### config.mk
export PLATFORM = sky130hd
export DESIGN_NAME = debug_trigger_match_unit_core
export DESIGN_NICKNAME = d
export VERILOG_FILES = /design/src/rtl/dtm_pkg.sv /design/src/rtl/dtm_table.sv /design/src/rtl/debug_trigger_match_unit_core.sv
export SDC_FILE = /design/constraint.sdc
export NUM_CORES = 2
export LEC_CHECK = 0
export ABC_AREA = 1
export BUFFER_PORTS_ARGS = -buffer_cell sky130_fd_sc_hd__buf_2
export CORE_AREA = 10 10 419 421
export CTS_CLUSTER_SIZE = 24
export DETAILED_ROUTE_END_ITERATION = 16
export DIE_AREA = 0 0 429 431
export GPL_ROUTABILITY_DRIVEN = 1
export SYNTH_ARGS = -nofsm -noshare
export SYNTH_HDL_FRONTEND = slang
export SYNTH_SLANG_ARGS = --single-unit
### constraint.sdc
create_clock -name clk -period 9.7 [get_ports clk]
set_input_delay 0.485 -clock clk [delete_from_list [all_inputs] [get_ports clk]]
set_output_delay 0.485 -clock clk [all_outputs]
set_load 0.02 [all_outputs]
### src/rtl/dtm_pkg.sv
// ----------------------------------------------------------------------------
// dtm_pkg
// shared types, codes and sizes of the debug trigger match unit
// ----------------------------------------------------------------------------
package dtm_pkg;

	localparam int NUM_POINTS = 8;
	localparam int ADDR_WIDTH = 32;
	localparam int IDX_W      = (NUM_POINTS > 1) ? $clog2(NUM_POINTS) : 1;
	localparam int CNT_W      = $clog2(NUM_POINTS + 1);
	localparam int CNTX_W     = (CNT_W > 4) ? CNT_W : 4;

	typedef logic [ADDR_WIDTH-1:0] addr_t;
	typedef logic [1:0]            attr_t;
	typedef logic [CNT_W-1:0]      cnt_t;
	typedef logic [IDX_W-1:0]      idx_t;

	// function codes
	localparam logic [1:0] FN_MATCH  = 2'd0;
	localparam logic [1:0] FN_INSERT = 2'd1;
	localparam logic [1:0] FN_REMOVE = 2'd2;

	// point types
	localparam logic [2:0] PT_SWBREAK = 3'd0;
	localparam logic [2:0] PT_HWBREAK = 3'd1;
	localparam logic [2:0] PT_WATCH   = 3'd2;
	localparam logic [2:0] PT_AWATCH  = 3'd4;

	// watch kinds as stored in the watch table
	localparam attr_t WK_WRITE  = 2'd0;
	localparam attr_t WK_READ   = 2'd1;
	localparam attr_t WK_ACCESS = 2'd2;

	// signal codes
	localparam logic [1:0] SIG_NONE    = 2'd0;
	localparam logic [1:0] SIG_TRAP    = 2'd1;
	localparam logic [1:0] SIG_ILLEGAL = 2'd2;

	// stop reasons
	localparam logic [2:0] RSN_NONE    = 3'd0;
	localparam logic [2:0] RSN_SWBREAK = 3'd1;
	localparam logic [2:0] RSN_HWBREAK = 3'd2;
	localparam logic [2:0] RSN_WATCH   = 3'd3;

	localparam logic [31:0] EBREAK_WORD   = 32'h0010_0073;
	localparam logic [15:0] C_EBREAK_HALF = 16'h9002;

	// request to one point table
	typedef struct packed {
		logic  en;
		logic  ins;
		logic  rem;
		attr_t attr;
	} tbl_op_t;

	// answer of one point table
	typedef struct packed {
		logic  hit;
		attr_t hit_attr;
		cnt_t  count;
		logic  full;
	} tbl_res_t;

	function automatic addr_t to_addr(input logic [31:0] a);
		logic [ADDR_WIDTH+31:0] ext;
		ext = {{ADDR_WIDTH{1'b0}}, a};
		return ext[ADDR_WIDTH-1:0];
	endfunction

endpackage

### src/rtl/dtm_table.sv
// ----------------------------------------------------------------------------
// dtm_table
// one point table: parallel lookup, insert, remove and entry count
// ----------------------------------------------------------------------------
module dtm_table (
	input  logic             clk,
	input  logic             arst_n,
	input  dtm_pkg::addr_t   lookup_addr,
	input  dtm_pkg::addr_t   op_addr,
	input  dtm_pkg::tbl_op_t op,
	output dtm_pkg::tbl_res_t res
);
	import dtm_pkg::*;

	logic [NUM_POINTS-1:0] valid_q;
	addr_t                 addr_q [NUM_POINTS];
	attr_t                 attr_q [NUM_POINTS];
	cnt_t                  count_q;

	logic  found;
	idx_t  found_idx;
	logic  has_free;
	idx_t  free_idx;
	logic  look_hit;
	attr_t look_attr;
	logic  do_alloc;
	logic  do_write;
	logic  do_clear;
	idx_t  wr_idx;
	cnt_t  count_nx;

	// lowest matching or free slot wins
	always_comb begin
		found     = 1'b0;
		found_idx = '0;
		has_free  = 1'b0;
		free_idx  = '0;
		look_hit  = 1'b0;
		look_attr = '0;
		for (int i = NUM_POINTS - 1; i >= 0; i--) begin
			if (valid_q[i] && addr_q[i] == op_addr) begin
				found     = 1'b1;
				found_idx = IDX_W'(i);
			end
			if (!valid_q[i]) begin
				has_free = 1'b1;
				free_idx = IDX_W'(i);
			end
			if (valid_q[i] && addr_q[i] == lookup_addr) begin
				look_hit  = 1'b1;
				look_attr = attr_q[i];
			end
		end
	end

	always_comb begin
		do_alloc = op.ins && !found && has_free;
		do_write = op.ins && (found || has_free);
		do_clear = op.rem && found;
		wr_idx   = found ? found_idx : free_idx;
		count_nx = count_q;
		if (do_alloc) begin
			count_nx = count_q + cnt_t'(1);
		end else if (do_clear) begin
			count_nx = count_q - cnt_t'(1);
		end
		res.hit      = look_hit;
		res.hit_attr = look_attr;
		res.count    = count_nx;
		res.full     = op.ins && !found && !has_free;
	end

	always_ff @(posedge clk or negedge arst_n) begin
		if (!arst_n) begin
			valid_q <= '0;
			count_q <= '0;
		end else if (op.en) begin
			if (do_write) begin
				valid_q[wr_idx] <= 1'b1;
			end else if (do_clear) begin
				valid_q[found_idx] <= 1'b0;
			end
			count_q <= count_nx;
		end
	end

	always_ff @(posedge clk) begin
		if (op.en && do_write) begin
			addr_q[wr_idx] <= op_addr;
			attr_q[wr_idx] <= op.attr;
		end
	end

endmodule

### src/rtl/debug_trigger_match_unit_core.sv
// ----------------------------------------------------------------------------
// debug_trigger_match_unit_core
// breakpoint and watchpoint trigger unit for a retired instruction stream
//
//  channel | group              | payload
//  --------+--------------------+------------------------------------------
//  input   | s_tvalid/s_tready  | s_tdata item fields, s_tuser function code
//  output  | m_tvalid/m_tready  | m_tdata result fields
//
// one item per cycle while the output is not stalled; the accepting edge loads the
// input register, then table lookup and update feed the result register, which
// raises m_tvalid. tables update when the item leaves the input register, so the
// next item already sees the change
// reset empties both tables; a stalled output holds the item in the input
// register and drops s_tready only when both registers are full
// ----------------------------------------------------------------------------
module debug_trigger_match_unit_core (
	input  logic         clk,
	input  logic         arst_n,
	input  logic         s_tvalid,
	output logic         s_tready,
	// point_type, point_addr, inst_addr, inst_word, inst_illegal, mem_addr,
	// mem_read, mem_write
	input  logic [135:0] s_tdata,
	// func
	input  logic [1:0]   s_tuser,
	output logic         m_tvalid,
	input  logic         m_tready,
	// hit, signal_code, reason, entry_count, table_full
	output logic [15:0]  m_tdata
);
	import dtm_pkg::*;

	logic        valid_s1;
	logic [1:0]  func_s1;
	logic [2:0]  point_type_s1;
	logic [31:0] point_addr_s1;
	logic [31:0] inst_addr_s1;
	logic [31:0] inst_word_s1;
	logic        inst_illegal_s1;
	logic [31:0] mem_addr_s1;
	logic        mem_read_s1;
	logic        mem_write_s1;

	logic        out_valid_q;
	logic [15:0] out_data_q;

	logic advance;

	assign advance  = valid_s1 && (!out_valid_q || m_tready);
	assign s_tready = !valid_s1 || advance;
	assign m_tvalid = out_valid_q;
	assign m_tdata  = out_data_q;

	always_ff @(posedge clk or negedge arst_n) begin
		if (!arst_n) begin
			valid_s1 <= 1'b0;
		end else if (s_tready) begin
			valid_s1 <= s_tvalid;
		end
	end

	always_ff @(posedge clk) begin
		if (s_tready && s_tvalid) begin
			func_s1         <= s_tuser;
			point_type_s1   <= s_tdata[2:0];
			point_addr_s1   <= s_tdata[34:3];
			inst_addr_s1    <= s_tdata[66:35];
			inst_word_s1    <= s_tdata[98:67];
			inst_illegal_s1 <= s_tdata[99];
			mem_addr_s1     <= s_tdata[131:100];
			mem_read_s1     <= s_tdata[132];
			mem_write_s1    <= s_tdata[133];
		end
	end

	// table requests
	logic       is_match;
	logic       is_tbl_op;
	logic       is_brk;
	logic [2:0] wat_type;
	tbl_op_t    brk_op;
	tbl_op_t    wat_op;
	tbl_res_t   brk_res;
	tbl_res_t   wat_res;

	always_comb begin
		is_match  = func_s1 == FN_MATCH;
		is_tbl_op = (func_s1 == FN_INSERT || func_s1 == FN_REMOVE)
			&& point_type_s1 <= PT_AWATCH;
		is_brk    = point_type_s1 <= PT_HWBREAK;
		wat_type  = point_type_s1 - PT_WATCH;

		brk_op.ins  = is_tbl_op && is_brk && func_s1 == FN_INSERT;
		brk_op.rem  = is_tbl_op && is_brk && func_s1 == FN_REMOVE;
		brk_op.en   = advance && is_tbl_op && is_brk;
		brk_op.attr = {1'b0, point_type_s1 == PT_HWBREAK};

		wat_op.ins  = is_tbl_op && !is_brk && func_s1 == FN_INSERT;
		wat_op.rem  = is_tbl_op && !is_brk && func_s1 == FN_REMOVE;
		wat_op.en   = advance && is_tbl_op && !is_brk;
		wat_op.attr = wat_type[1:0];
	end

	dtm_table u_brk (
		.clk         (clk),
		.arst_n      (arst_n),
		.lookup_addr (to_addr(inst_addr_s1)),
		.op_addr     (to_addr(point_addr_s1)),
		.op          (brk_op),
		.res         (brk_res)
	);

	dtm_table u_wat (
		.clk         (clk),
		.arst_n      (arst_n),
		.lookup_addr (to_addr(mem_addr_s1)),
		.op_addr     (to_addr(point_addr_s1)),
		.op          (wat_op),
		.res         (wat_res)
	);

	// result
	logic              hit;
	logic [1:0]        signal_code;
	logic [2:0]        reason;
	logic [3:0]        entry_count;
	logic              table_full;
	logic [CNTX_W-1:0] count_x;
	logic              wat_fire;
	attr_t             wk;

	always_comb begin
		hit         = 1'b0;
		signal_code = SIG_NONE;
		reason      = RSN_NONE;
		entry_count = '0;
		table_full  = 1'b0;
		wk          = wat_res.hit_attr;
		wat_fire    = wat_res.hit && ((wk == WK_WRITE && mem_write_s1)
			|| (wk == WK_READ && mem_read_s1)
			|| (wk == WK_ACCESS && (mem_read_s1 || mem_write_s1)));
		count_x     = is_brk ? CNTX_W'(brk_res.count) : CNTX_W'(wat_res.count);
		if (is_match) begin
			if (inst_illegal_s1) begin
				hit         = 1'b1;
				signal_code = SIG_ILLEGAL;
			end else if (inst_word_s1 == EBREAK_WORD
				|| inst_word_s1[15:0] == C_EBREAK_HALF) begin
				hit         = 1'b1;
				signal_code = SIG_TRAP;
				reason      = RSN_SWBREAK;
			end else if (brk_res.hit && brk_res.hit_attr[0]) begin
				hit         = 1'b1;
				signal_code = SIG_TRAP;
				reason      = RSN_HWBREAK;
			end else if (wat_fire) begin
				hit         = 1'b1;
				signal_code = SIG_TRAP;
				reason      = RSN_WATCH + {1'b0, wk};
			end
		end else if (is_tbl_op) begin
			entry_count = count_x[3:0];
			table_full  = is_brk ? brk_res.full : wat_res.full;
		end
	end

	always_ff @(posedge clk or negedge arst_n) begin
		if (!arst_n) begin
			out_valid_q <= 1'b0;
		end else if (advance) begin
			out_valid_q <= 1'b1;
		end else if (m_tready) begin
			out_valid_q <= 1'b0;
		end
	end

	always_ff @(posedge clk) begin
		if (advance) begin
			out_data_q <= {5'd0, table_full, entry_count, reason, signal_code, hit};
		end
	end

endmodule

==> flow_metrics.py <==
metrics = {
    "setup_path": {
        "start_kind": "register",
        "path_max_fanout": 50,
        "critical_path_buf_inv_count": 3,
        "slowest_stage": "nor2_4",
        "worstPathArrival_ns": 5.75,
        "crit_family": "simple AND/OR/NAND/NOR gates",
        "path_cells": "buf_4, inv_2, nand2_1, and3_1, nand3b_1, nor2_1, nand3_1, nand2_1, nor2_1, nand3_1, nand2_1, nor2_1, nand2_1, inv_1, nand2_1, nor2_4",
        "path_common_cell": "nand2_1",
        "crit_type": "register to register",
        "max_stage_delay_ns": 0.92,
        "required_ns": 10.03,
        "worst_setup_path_end_kind": "register",
    },
    "global_route": {
        "grt_pass1_wl_um": 295200,
        "grt_max_degree": 53,
        "track_usage": 0.2231,
        "antenna_found_initial": 14,
        "grt_pass1_vias": 38020,
        "grt_overflow": 0,
    },
    "sta": {
        "rsz0062_at_grt": "no",
        "fin_skew_ns": 0.04574,
        "finalCriticalPeriod_ns": 5.418,
        "tns_ns": 0,
        "hold_ws_ns": 0.07853,
        "hold_viol": 0,
        "slew_headroom": 0.1615,
        "min_period_over_period": 0.5585,
        "slew_violations": 0,
        "tightest_slew_ns": 1.258,
        "clock.fmax_mhz": 184.6,
        "setup_viol": 0,
    },
    "drt": {
        "vias": 40990,
        "drtAntennaViolNets": 0,
        "drc": 0,
        "drtPass1Iterations": 9,
        "routed_wl_um": 217400,
        "viasPerCell": 5.435,
        "drtIter0Drc": 6950,
        "wl_per_cell_um": 28.82,
    },
    "layout": {
        "final_cell_mix": "1276 x nand2_1, 683 x edfxtp_1, 589 x nor2_1",
        "nNetsFinal": 5404,
        "postLayoutCoreUtil": 0.2957,
        "layout_commonest_cell": "nand2_1",
        "syn_to_final_growth_pct": 18.73,
        "finalNonFillerCells": 7542,
        "drive_above_1_share": 0.09692,
    },
    "run_status": {
        "outcome": "finished, final reports clean",
    },
    "worst_hold_path": {
        "min_path_type": "primary input to register",
    },
    "logic_synthesis": {
        "ys_seq_elements": 709,
        "async_reset_ff_frac": 0.03667,
        "ys_dominant_reg_cell": "edfxtp_1",
        "synth.distinct_cells": 58,
        "syn_area_um2": 41510,
        "yosys_warnings": 0,
        "synth_edf_count": 683,
        "syn-instance-count": 4912,
        "syn-mean-instance-area_um2": 8.450,
        "seq_area_frac_synth": 0.5098,
    },
    "die": {
        "fp.dieH_um": 431,
        "initial_core_util": 0.2490,
        "io_pins": 160,
        "fp.dieW_um": 429,
        "row_count": 150,
        "core_area_um2": 166700,
        "dieArea_um2": 184900,
    },
    "clock_tree": {
        "cts_tree": "yes",
        "cts_made_buffers": 89,
        "post_cts_buffers": 0,
        "insertion_delay_ns": 0.74,
        "h-tree-depth": 3,
        "clock_path_buffers": 3,
        "clockRootBuffer": "clkbuf_16",
        "cts_num_sinks": 709,
        "clk_transition_reported_paths_ns": 0.06,
    },
    "pwr": {
        "p_leak_nw": 19.45,
        "peakVddDrop_uv": 156.4,
        "cellPowerDensity_nw_per_um2": 166.3,
        "p_total_mw": 8.194,
    },
    "placed_design": {
        "placed_cells_incl_taps": 7226,
        "placement.io_buffers": 152,
        "globalplace.congestion": 1.042,
        "dp_hpwl_um": 141200,
    },
    "job": {
        "cap_violations": 0,
    },
}
## final cells by class
class,count,area [um2]
Clock inverter,59,673.1
Inverter,577,2178
Tap cell,2204,2758
Antenna cell,14,35.03
Clock buffer,105,2287
Multi-Input combinational cell,3463,17140
Fill cell,17720,117400
Sequential cell,709,21160
Timing Repair Buffer,411,3050
## what timing repair did
item	4_1_cts	5_1_grt
hold endpoints to repair	163	0
hold buffers	138	0
resized for setup	0	0
## through the flow
step,setup WS (ns),area [um2]
2_1_floorplan,5.734,41520
3_3_place_gp,4.706,44900
3_5_place_dp,4.648,44900
4_1_cts,4.641,49250
5_1_grt,4.247,49250
6_report,4.282,49280
## metal layers
layer / up-vias / GRT usage / share of wire
li1: 17300 / - / -
met1: 19390 / 0.2880 / 0.38
met2: 3493 / 0.3212 / 0.41
met3: 798 / 0.07352 / 0.14
met4: 8 / 0.1358 / 0.071
met5: - / 0 / 0.00025
## cell families after synthesis
family	Yosys count	synth area share
buffers and inverters	744	0.07823
XOR/XNOR	278	0.05884
AO/OA/AOI/OAI	640	0.08854
adder cells (fa/ha/maj)	11	0.003316
other	1	0.00009035
AND/OR/NAND/NOR	2529	0.2612
flip-flops	709	0.5098
## where the power goes
part | switching, mW | internal (mW)
clock network | 1.48 | 1.95
logic | 0.942 | 0.302
registers | 0.0650 | 3.45
total | 2.49 | 5.70
## path summary, 6_finish.rpt
path | start | end | slack, ns | depth (start not counted)
setup / recovery | point_addr_s1[0] | u_wat.addr_q[7][19] | 4.28 | 16
max in group asynchronous | arst_n | u_wat.valid_q[2] | 8.83 | 2
setup reg to reg | point_addr_s1[0] | u_wat.addr_q[7][19] | 4.28 | 16
hold / removal | s_tvalid | valid_s1 | 0.08 | 3
hold reg to reg | m_tvalid | m_tvalid | 0.52 | 2
min in group asynchronous | arst_n | valid_s1 | 0.35 | 2
## cells in the mapped netlist, drive strengths merged (9+ instances only)
cell       n  area (um2)
or2       36       225.2
a21oi     62       314.1
o211ai    19       142.6
nor4      24       150.1
o22ai    241        1514
nor3b     17       127.6
nand4    172        1082
nor2     608        2340
buf      157        1035
inv      568        2140
clkbuf    10       38.78
xor2     130        1139
xnor2    148        1304
nand2   1293        4901
clkinv     9       33.78
ha        11       137.6
and3       9       56.30
edfxtp   683       20510
nand3b    15       112.6
dfrtp     26       650.6
nor3     134       680.7
nand3    211        1096
o21ai    286        1439
## sequential cells by signal, summed over array words and instances (netlist names), 11 cells and up
signal / flops
u_wat.attr_q: 16
m_tdata: 11
mem_addr_s1: 32
point_addr_s1: 32
u_wat.addr_q: 256
inst_addr_s1: 32
u_brk.addr_q: 256
inst_word_s1: 32
## worst register-to-register path: stages (launching register included)
cell and delay (ns):
edfxtp_1 0.32, buf_4 0.80, inv_2 0.82, nand2_1 0.29, and3_1 0.19, nand3b_1 0.07, nor2_1 0.12, nand3_1 0.35
nand2_1 0.27, nor2_1 0.11, nand3_1 0.14, nand2_1 0.15, nor2_1 0.17, nand2_1 0.11, inv_1 0.06, nand2_1 0.10
nor2_4 0.92
Power figures use the tool's default switching activity.
